===== config.mk =====
export PLATFORM = sky130hd
export DESIGN_NAME = binomial_coefficient_flat
export DESIGN_NICKNAME = d
export VERILOG_FILES = /design/src/hdl/bc_pkg.sv /design/src/hdl/bc_req_if.sv /design/src/hdl/bc_rsp_if.sv /design/src/hdl/bc_seq.sv /design/src/hdl/bc_dp.sv /design/src/hdl/binomial_coefficient.sv /design/src/flat_wrapper.sv
export VERILOG_INCLUDE_DIRS = /design/src /design/src/hdl
export SDC_FILE = /design/constraint.sdc
export NUM_CORES = 2
export LEC_CHECK = 0
export BUFFER_PORTS_ARGS = -buffer_cell sky130_fd_sc_hd__buf_4
export CORE_MARGIN = 2
export CORE_UTILIZATION = 51
export DETAILED_ROUTE_END_ITERATION = 12
export MAX_ROUTING_LAYER = met4
export PLACE_DENSITY_LB_ADDON = 0.12
export SYNTH_ARGS = -nofsm -noshare
export SYNTH_HDL_FRONTEND = slang
export SYNTH_SLANG_ARGS = --single-unit

===== constraint.sdc =====
create_clock -name clock -period 17 [get_ports clock]
set_input_delay 0 -clock clock [delete_from_list [all_inputs] [get_ports clock]]
set_output_delay 0 -clock clock [all_outputs]
set_load 0.01 [all_outputs]

===== src/hdl/binomial_coefficient_assert.svh =====
// Assertion macros for the binomial coefficient block.
`ifndef BINOMIAL_COEFFICIENT_ASSERT_SVH
`define BINOMIAL_COEFFICIENT_ASSERT_SVH

`ifndef SYNTHESIS

`define BC_ASSERT_IMPLY(label, clk, rst, ante, cons) \
   label: assert property (@(posedge clk) disable iff (rst) (ante) |-> (cons)) \
      else $error("bc assertion failed: same-cycle implication");

`define BC_ASSERT_NEXT(label, clk, rst, ante, cons) \
   label: assert property (@(posedge clk) disable iff (rst) (ante) |=> (cons)) \
      else $error("bc assertion failed: next-cycle implication");

`else

`define BC_ASSERT_IMPLY(label, clk, rst, ante, cons)

`define BC_ASSERT_NEXT(label, clk, rst, ante, cons)

`endif

`endif


===== src/hdl/bc_pkg.sv =====
package bc_pkg;

   localparam int N_BITS    = 16;
   localparam int IN_W      = 16;
   localparam int OPND_W    = (N_BITS < IN_W) ? N_BITS : IN_W;
   localparam int COUNT_W   = 63;
   localparam int PROD_W    = COUNT_W + OPND_W;
   localparam int DIV_CNT_W = $clog2(PROD_W);
   localparam int STEP_W    = 4;

   localparam logic [COUNT_W-1:0] COUNT_MAX = {COUNT_W{1'b1}};

   typedef enum logic [3:0] {
      OP_NONE,
      OP_LOAD,
      OP_SETUP,
      OP_MUL,
      OP_DIV_INIT,
      OP_DIV_STEP,
      OP_UPDATE,
      OP_SAT,
      OP_EMIT
   } op_type;

   typedef enum logic [2:0] {
      COND_NEVER,
      COND_ALWAYS,
      COND_NO_REQ,
      COND_TRIVIAL,
      COND_OVF,
      COND_DIV_BUSY,
      COND_MORE,
      COND_OUT_BUSY
   } cond_type;

   localparam logic [STEP_W-1:0] STEP_IDLE  = STEP_W'(0);
   localparam logic [STEP_W-1:0] STEP_SETUP = STEP_W'(1);
   localparam logic [STEP_W-1:0] STEP_MUL   = STEP_W'(2);
   localparam logic [STEP_W-1:0] STEP_CHECK = STEP_W'(3);
   localparam logic [STEP_W-1:0] STEP_DIV   = STEP_W'(4);
   localparam logic [STEP_W-1:0] STEP_NEXT  = STEP_W'(5);
   localparam logic [STEP_W-1:0] STEP_WAIT  = STEP_W'(6);
   localparam logic [STEP_W-1:0] STEP_EMIT  = STEP_W'(7);
   localparam logic [STEP_W-1:0] STEP_SAT   = STEP_W'(8);
   localparam logic [STEP_W-1:0] STEP_LAST  = STEP_SAT;

   typedef struct packed {
      op_type              op;
      cond_type            cond;
      logic [STEP_W-1:0]   target;
   } ucode_type;

   typedef struct packed {
      logic trivial;
      logic ovf;
      logic div_busy;
      logic more;
      logic out_busy;
   } status_type;

   function automatic ucode_type ucode_rom(input logic [STEP_W-1:0] addr);
      ucode_type w;
      case (addr)
         STEP_IDLE:  w = '{op: OP_LOAD,     cond: COND_NO_REQ,   target: STEP_IDLE};
         STEP_SETUP: w = '{op: OP_SETUP,    cond: COND_TRIVIAL,  target: STEP_WAIT};
         STEP_MUL:   w = '{op: OP_MUL,      cond: COND_NEVER,    target: STEP_IDLE};
         STEP_CHECK: w = '{op: OP_DIV_INIT, cond: COND_OVF,      target: STEP_SAT};
         STEP_DIV:   w = '{op: OP_DIV_STEP, cond: COND_DIV_BUSY, target: STEP_DIV};
         STEP_NEXT:  w = '{op: OP_UPDATE,   cond: COND_MORE,     target: STEP_MUL};
         STEP_WAIT:  w = '{op: OP_NONE,     cond: COND_OUT_BUSY, target: STEP_WAIT};
         STEP_EMIT:  w = '{op: OP_EMIT,     cond: COND_ALWAYS,   target: STEP_IDLE};
         STEP_SAT:   w = '{op: OP_SAT,      cond: COND_ALWAYS,   target: STEP_WAIT};
         default:    w = '{op: OP_NONE,     cond: COND_ALWAYS,   target: STEP_IDLE};
      endcase
      return w;
   endfunction

endpackage


===== src/hdl/bc_req_if.sv =====
interface bc_req_if;
   import bc_pkg::*;

   logic              valid;
   logic              ready;
   logic [IN_W-1:0]   n_total;
   logic [IN_W-1:0]   r_chosen;

   modport source (output valid, output n_total, output r_chosen, input ready);
   modport sink   (input valid, input n_total, input r_chosen, output ready);
endinterface


===== src/hdl/bc_rsp_if.sv =====
interface bc_rsp_if;
   import bc_pkg::*;

   logic                valid;
   logic                ready;
   logic [COUNT_W-1:0]  count;
   logic                overflow;

   modport source (output valid, output count, output overflow, input ready);
   modport sink   (input valid, input count, input overflow, output ready);
endinterface


===== src/hdl/bc_seq.sv =====
module bc_seq (
   input  logic                clock,
   input  logic                reset,
   input  logic                req_valid,
   input  bc_pkg::status_type  status,
   output bc_pkg::ucode_type   ctrl
);
   import bc_pkg::*;

   logic [STEP_W-1:0] step_ff;
   logic [STEP_W-1:0] step_in;
   logic              jump;

   assign ctrl = ucode_rom(step_ff);

   always_comb begin
      case (ctrl.cond)
         COND_NEVER:    jump = 1'b0;
         COND_ALWAYS:   jump = 1'b1;
         COND_NO_REQ:   jump = !req_valid;
         COND_TRIVIAL:  jump = status.trivial;
         COND_OVF:      jump = status.ovf;
         COND_DIV_BUSY: jump = status.div_busy;
         COND_MORE:     jump = status.more;
         COND_OUT_BUSY: jump = status.out_busy;
         default:       jump = 1'b1;
      endcase
      step_in = jump ? ctrl.target : step_ff + STEP_W'(1);
   end

   always_ff @(posedge clock) begin
      if (reset) begin
         step_ff <= STEP_IDLE;
      end else begin
         step_ff <= step_in;
      end
   end

endmodule


===== src/hdl/bc_dp.sv =====
module bc_dp (
   input  logic                       clock,
   input  logic                       reset,
   input  bc_pkg::op_type             op,
   input  logic [bc_pkg::IN_W-1:0]    n_total,
   input  logic [bc_pkg::IN_W-1:0]    r_chosen,
   input  logic                       rsp_ready,
   output bc_pkg::status_type         status,
   output logic                       rsp_valid,
   output logic [bc_pkg::COUNT_W-1:0] rsp_count,
   output logic                       rsp_overflow
);
   import bc_pkg::*;

   logic [OPND_W-1:0]    n_ff, n_in;
   logic [OPND_W-1:0]    r_ff, r_in;
   logic [OPND_W-1:0]    i_ff, i_in;
   logic [OPND_W-1:0]    factor_ff, factor_in;
   logic [COUNT_W-1:0]   acc_ff, acc_in;
   logic                 ovf_ff, ovf_in;
   logic [PROD_W-1:0]    prod_ff, prod_in;
   logic [OPND_W-1:0]    rem_ff, rem_in;
   logic [DIV_CNT_W-1:0] cnt_ff, cnt_in;
   logic                 rsp_valid_ff, rsp_valid_in;
   logic [COUNT_W-1:0]   count_out_ff, count_out_in;
   logic                 ovf_out_ff, ovf_out_in;

   logic [OPND_W-1:0]    n_minus_r;
   logic                 r_above_n;
   logic                 r_above_half;
   logic [PROD_W-1:0]    mul_res;
   logic [OPND_W:0]      rem_sh;
   logic [OPND_W:0]      rem_diff;
   logic                 q_bit;

   assign n_minus_r    = n_ff - r_ff;
   assign r_above_n    = r_ff > n_ff;
   assign r_above_half = r_ff > n_minus_r;
   assign mul_res      = {{OPND_W{1'b0}}, acc_ff} * {{COUNT_W{1'b0}}, factor_ff};
   assign rem_sh       = {rem_ff, prod_ff[PROD_W-1]};
   assign rem_diff     = rem_sh - {1'b0, i_ff};
   assign q_bit        = rem_sh >= {1'b0, i_ff};

   assign status.trivial  = r_above_n || (r_ff == '0) || (r_ff == n_ff);
   assign status.ovf      = |prod_ff[PROD_W-1:COUNT_W];
   assign status.div_busy = cnt_ff != '0;
   assign status.more     = i_ff != r_ff;
   assign status.out_busy = rsp_valid_ff && !rsp_ready;

   always_comb begin
      n_in         = n_ff;
      r_in         = r_ff;
      i_in         = i_ff;
      factor_in    = factor_ff;
      acc_in       = acc_ff;
      ovf_in       = ovf_ff;
      prod_in      = prod_ff;
      rem_in       = rem_ff;
      cnt_in       = cnt_ff;
      count_out_in = count_out_ff;
      ovf_out_in   = ovf_out_ff;
      rsp_valid_in = rsp_valid_ff && !rsp_ready;
      case (op)
         OP_LOAD: begin
            n_in = n_total[OPND_W-1:0];
            r_in = r_chosen[OPND_W-1:0];
         end
         OP_SETUP: begin
            acc_in    = r_above_n ? '0 : COUNT_W'(1);
            ovf_in    = 1'b0;
            i_in      = OPND_W'(1);
            r_in      = r_above_half ? n_minus_r : r_ff;
            factor_in = (r_above_half ? r_ff : n_minus_r) + OPND_W'(1);
         end
         OP_MUL: begin
            prod_in = mul_res;
         end
         OP_DIV_INIT: begin
            rem_in = '0;
            cnt_in = DIV_CNT_W'(PROD_W - 1);
         end
         OP_DIV_STEP: begin
            rem_in  = q_bit ? rem_diff[OPND_W-1:0] : rem_sh[OPND_W-1:0];
            prod_in = {prod_ff[PROD_W-2:0], q_bit};
            cnt_in  = cnt_ff - DIV_CNT_W'(1);
         end
         OP_UPDATE: begin
            acc_in    = prod_ff[COUNT_W-1:0];
            i_in      = i_ff + OPND_W'(1);
            factor_in = factor_ff + OPND_W'(1);
         end
         OP_SAT: begin
            acc_in = COUNT_MAX;
            ovf_in = 1'b1;
         end
         OP_EMIT: begin
            rsp_valid_in = 1'b1;
            count_out_in = acc_ff;
            ovf_out_in   = ovf_ff;
         end
         default: begin
         end
      endcase
   end

   always_ff @(posedge clock) begin
      if (reset) begin
         rsp_valid_ff <= 1'b0;
         cnt_ff       <= '0;
      end else begin
         rsp_valid_ff <= rsp_valid_in;
         cnt_ff       <= cnt_in;
      end
   end

   always_ff @(posedge clock) begin
      n_ff         <= n_in;
      r_ff         <= r_in;
      i_ff         <= i_in;
      factor_ff    <= factor_in;
      acc_ff       <= acc_in;
      ovf_ff       <= ovf_in;
      prod_ff      <= prod_in;
      rem_ff       <= rem_in;
      count_out_ff <= count_out_in;
      ovf_out_ff   <= ovf_out_in;
   end

   assign rsp_valid    = rsp_valid_ff;
   assign rsp_count    = count_out_ff;
   assign rsp_overflow = ovf_out_ff;

endmodule


===== src/hdl/binomial_coefficient.sv =====
// channel   dir   modport   payload
// req_chan  in    sink      n_total[15:0], r_chosen[15:0]
// rsp_chan  out   source    count[62:0], overflow
//
// One transaction at a time. An item runs k = min(r, n-r) products, or none
// when r > n, r = 0 or r = n. When product j overflows, its divide is skipped
// and the item ends early with a saturated count.
// Each product step is bound by the shared restoring divider, one quotient bit per
// cycle over the 79-bit product. Reset is synchronous, active high.
// A finished result waits in the output register while the next request is taken.
`include "binomial_coefficient_assert.svh"

module binomial_coefficient (
   input  logic       clock,
   input  logic       reset,
   bc_req_if.sink     req_chan,
   bc_rsp_if.source   rsp_chan
);
   import bc_pkg::*;

   ucode_type  ctrl;
   status_type status;

   assign req_chan.ready = ctrl.op == OP_LOAD;

   bc_seq u_seq (
      .clock     (clock),
      .reset     (reset),
      .req_valid (req_chan.valid),
      .status    (status),
      .ctrl      (ctrl)
   );

   bc_dp u_dp (
      .clock        (clock),
      .reset        (reset),
      .op           (ctrl.op),
      .n_total      (req_chan.n_total),
      .r_chosen     (req_chan.r_chosen),
      .rsp_ready    (rsp_chan.ready),
      .status       (status),
      .rsp_valid    (rsp_chan.valid),
      .rsp_count    (rsp_chan.count),
      .rsp_overflow (rsp_chan.overflow)
   );

   `BC_ASSERT_IMPLY(a_sat_count, clock, reset, rsp_chan.valid && rsp_chan.overflow, rsp_chan.count == COUNT_MAX)
   `BC_ASSERT_IMPLY(a_emit_free, clock, reset, ctrl.op == OP_EMIT, !rsp_chan.valid)
   `BC_ASSERT_NEXT(a_one_item, clock, reset, req_chan.valid && req_chan.ready, !req_chan.ready)

endmodule

===== src/flat_wrapper.sv =====
// flat-port wrapper written by rule: the top's interface ports become plain ports
module binomial_coefficient_flat import bc_pkg::*;
  (clock, reset, req_chan_valid, req_chan_n_total, req_chan_r_chosen, req_chan_ready, rsp_chan_valid, rsp_chan_count, rsp_chan_overflow, rsp_chan_ready);
  bc_req_if req_chan_i ();
  bc_rsp_if rsp_chan_i ();
  input  logic clock;
  input  logic reset;
  input wire logic [$bits(req_chan_i.valid)-1:0] req_chan_valid;
  input wire logic [$bits(req_chan_i.n_total)-1:0] req_chan_n_total;
  input wire logic [$bits(req_chan_i.r_chosen)-1:0] req_chan_r_chosen;
  output wire logic [$bits(req_chan_i.ready)-1:0] req_chan_ready;
  output wire logic [$bits(rsp_chan_i.valid)-1:0] rsp_chan_valid;
  output wire logic [$bits(rsp_chan_i.count)-1:0] rsp_chan_count;
  output wire logic [$bits(rsp_chan_i.overflow)-1:0] rsp_chan_overflow;
  input wire logic [$bits(rsp_chan_i.ready)-1:0] rsp_chan_ready;
  assign req_chan_i.valid = req_chan_valid;
  assign req_chan_i.n_total = req_chan_n_total;
  assign req_chan_i.r_chosen = req_chan_r_chosen;
  assign req_chan_ready = req_chan_i.ready;
  assign rsp_chan_valid = rsp_chan_i.valid;
  assign rsp_chan_count = rsp_chan_i.count;
  assign rsp_chan_overflow = rsp_chan_i.overflow;
  assign rsp_chan_i.ready = rsp_chan_ready;
  binomial_coefficient u_core (.clock(clock), .reset(reset), .req_chan(req_chan_i), .rsp_chan(rsp_chan_i));
endmodule

==> flow_summary.toml <==
[run_status]
outcome = "finished, violations left"
violations = "capacitance limit"

[synthesis]
synth-edff-count = 287
yosys_most_used_dff = "edfxtp_1"
synthXorXnorAreaFrac_pct = 2.74
synth_area_um2 = 46000
ys_types = 91
ys.warnings.count = 0
synth_top_family_by_area = "adder cells"
synthAdderAreaFrac_pct = 42.8
synth_compound_area_share_pct = 6.82
ys_seq_elements = 309
synth_fp_nets = 6070
synth_simple_gate_area_share_pct = 17.1
synth_area_per_cell_um2 = 9.25
yosysSeqAreaShare_pct = 19.7
ys_async_sr_fraction_pct = 0
synth_cells = 4972
muxShareOfSynthArea_pct = 0.735

[clock_network]
clkSlewWorstSetupHoldPaths_ns = 0.06
ctsLongestPathBuffers = 3
cts.sinks = 309
cts_setup_buffers = 0
cts.htree.levels = 2
cts_root_buf = "clkbuf_16"
cts_buffers = 42
cts_tree = "yes"
insertion_delay_ns = 0.64

[run]
drv_cap = 1

[worst_setup_path]
cpMostUsedCell = "fa_1"
critPathBufInv = 6
worst_ep_required_time_ns = 17.37
slowest_delay_ns = 1.26
slowest_stage = "a2111oi_0"
end_kind = "flip-flop"
worstPathArrival_ns = 9.25
crit_chain = "buf_4, nand2_1, fa_1, inv_1, fa_1, inv_1, fa_1, inv_1, fa_1, fa_1, inv_1, fa_1, inv_1, ha_1, and2_1, and3_1, and4b_1, o2111ai_1, a2111oi_0, o21ai_1, o31ai_1, xnor2_1, a21oi_1"
crit_type = "flip-flop to flip-flop"
crit_family = "adder cells"
path_max_fanout = 39
cp-start-kind = "flip-flop"

[place]
dp_hpwl_um = 90400
port_buffers = 101
dpl_worst_slack_ns = 8.38
place_congestion = 0.939

[sta]
fin_tns_setup_ns = 0
layout_setup_ws_ns = 8.12
period_share_pct = 52.2
worst_slew_pin_slew_ns = 1.42
period_minus_slack_ns = 8.88
finalClockSkew_ns = 0.0491
hold_viol = 0
slew_viol_final = 0
fmax_mhz = 113
rsz0062_at_grt = "no"
setup_viol = 0
relSlewSlack_pct = 2.59

[detailed_routing]
wl_um = 123000
antenna_left = 0
first_pass_iters = 5
vias_per_cell = 5.47
num_vias = 33600
drc = 0
drt_iter0_markers = 2104
wl_per_cell_um = 20.0

[hold_path]
worstHoldPathType = "input port to flip-flop"

[cells_and_area]
syn_to_final_growth_pct = 7.50
drive_above_1_share_pct = 5.49
layout.nets = 6042
final_util_pct = 55.1
diodes = 0
final_cell_mix = "inv_1 (965), nand2_1 (963), fa_1 (854)"
final_common_cell = "inv_1"

[global_routing]
overflow = 0
first_global_vias = 35700
grt_usage_pct = 28.3
grt_pass1_wl_um = 200000
grt_max_degree = 66
antenna_found_initial = 1

[die]
dieWidth_um = 304
fp.dieH_um = 304
coreArea_um2 = 89700
io_pins = 102
dieArea_um2 = 92600
rows = 110
initial_utilization_pct = 51.2
==> Yosys cell counts, types with 7 or more instances <==
library cell,instances,share of area [%]
a2111oi_0,7,0.13
a211oi_1,17,0.28
a21boi_0,9,0.15
a21o_1,52,0.85
a21oi_1,177,1.9
a31oi_1,9,0.12
and2_1,336,4.6
and3_1,19,0.26
buf_2,7,0.076
clkbuf_1,244,2.0
dfxtp_1,22,0.96
edfxtp_1,287,19
fa_1,854,37
ha_1,208,5.7
inv_1,965,7.9
mux2i_1,27,0.59
nand2_1,964,7.9
nand2b_1,27,0.37
nand3_1,44,0.48
nand4_1,34,0.46
nor2_1,164,1.3
nor2b_1,13,0.18
nor3_1,22,0.24
nor4_1,19,0.26
o211ai_1,10,0.16
o21a_1,15,0.24
o21ai_0,110,1.2
o21bai_1,16,0.26
o31ai_1,8,0.13
or2_2,10,0.14
or3_1,10,0.14
xnor2_1,83,1.6
xor2_1,61,1.2
==> timing repair <==
action,CTS,global route
hold buffers,34,0
endpoints found under the hold margin,53,0
gates resized for setup,0,0
==> cell families (layout without fill, tap and decap cells) <==
family / count (synthesis) / count (layout)
adders and majority gates: 1062 / 1062
AOI/OAI and AO/OA: 497 / 497
muxes: 33 / 33
buffers and inverters: 1226 / 1230
DFF: 309 / 309
xor gates and xnor gates: 144 / 144
and+or+nand+nor: 1701 / 1701
==> worst paths after layout <==
check                                 from  slack, ns                       to  cells past startpoint
hold / removal         req_chan_n_total[6]       0.08      u_core.u_dp.n_ff[6]                      2
setup reg to reg  u_core.u_dp.factor_ff[5]       8.12  u_core.u_dp.prod_ff[78]                     23
setup / recovery  u_core.u_dp.factor_ff[5]       8.12  u_core.u_dp.prod_ff[78]                     23
hold reg to reg      u_core.u_dp.cnt_ff[6]       0.48    u_core.u_dp.cnt_ff[6]                      1
==> cell type report <==
class / count / area [um2]
Fill cell: 8131 / 40300
Multi-Input combinational cell: 3437 / 32300
Sequential cell: 309 / 9060
Inverter: 966 / 3630
Timing Repair Buffer: 188 / 1500
Tap cell: 1176 / 1470
Clock buffer: 47 / 1070
Clock inverter: 29 / 367
==> layer usage <==
layer / share of wire (%) / GRT usage (%)
met3: 4.7 / 2.88
met5: 0 / -
met4: 2.3 / 6.80
met1: 42 / 36.8
met2: 51 / 47.9
==> registers in the layout (all words and copies together), names as in the netlist <==
signal	count
u_core.u_seq.step_ff	4
u_core.u_seq.ctrl	10
u_core.u_dp.prod_ff	79
u_core.u_dp.rsp_valid	1
u_core.u_dp.ovf_ff	1
u_core.u_dp.acc_ff	63
u_core.u_dp.factor_ff	16
u_core.u_dp.n_ff	16
u_core.u_dp.rsp_count	63
u_core.u_dp.cnt_ff	7
u_core.u_dp.rem_ff	16
u_core.u_dp.i_ff	16
u_core.u_dp.rsp_overflow	1
u_core.u_dp.r_ff	16
==> per-stage QoR <==
step / cell area, um2 / hold slack [ns] / cells
final: 49400 / 0.0790 / 6152
after global routing: 49400 / 0.0584 / 6152
after floorplan: 46000 / 0.0989 / 4972
after detailed placement: 47600 / 0.180 / 6042
after global placement: 47600 / 0.179 / 6042
after CTS: 49400 / 0.0334 / 6152
Power is left out: the tool's default activity adds up to more than one toggle a clock period on the data nets, which glitch-free logic cannot reach.
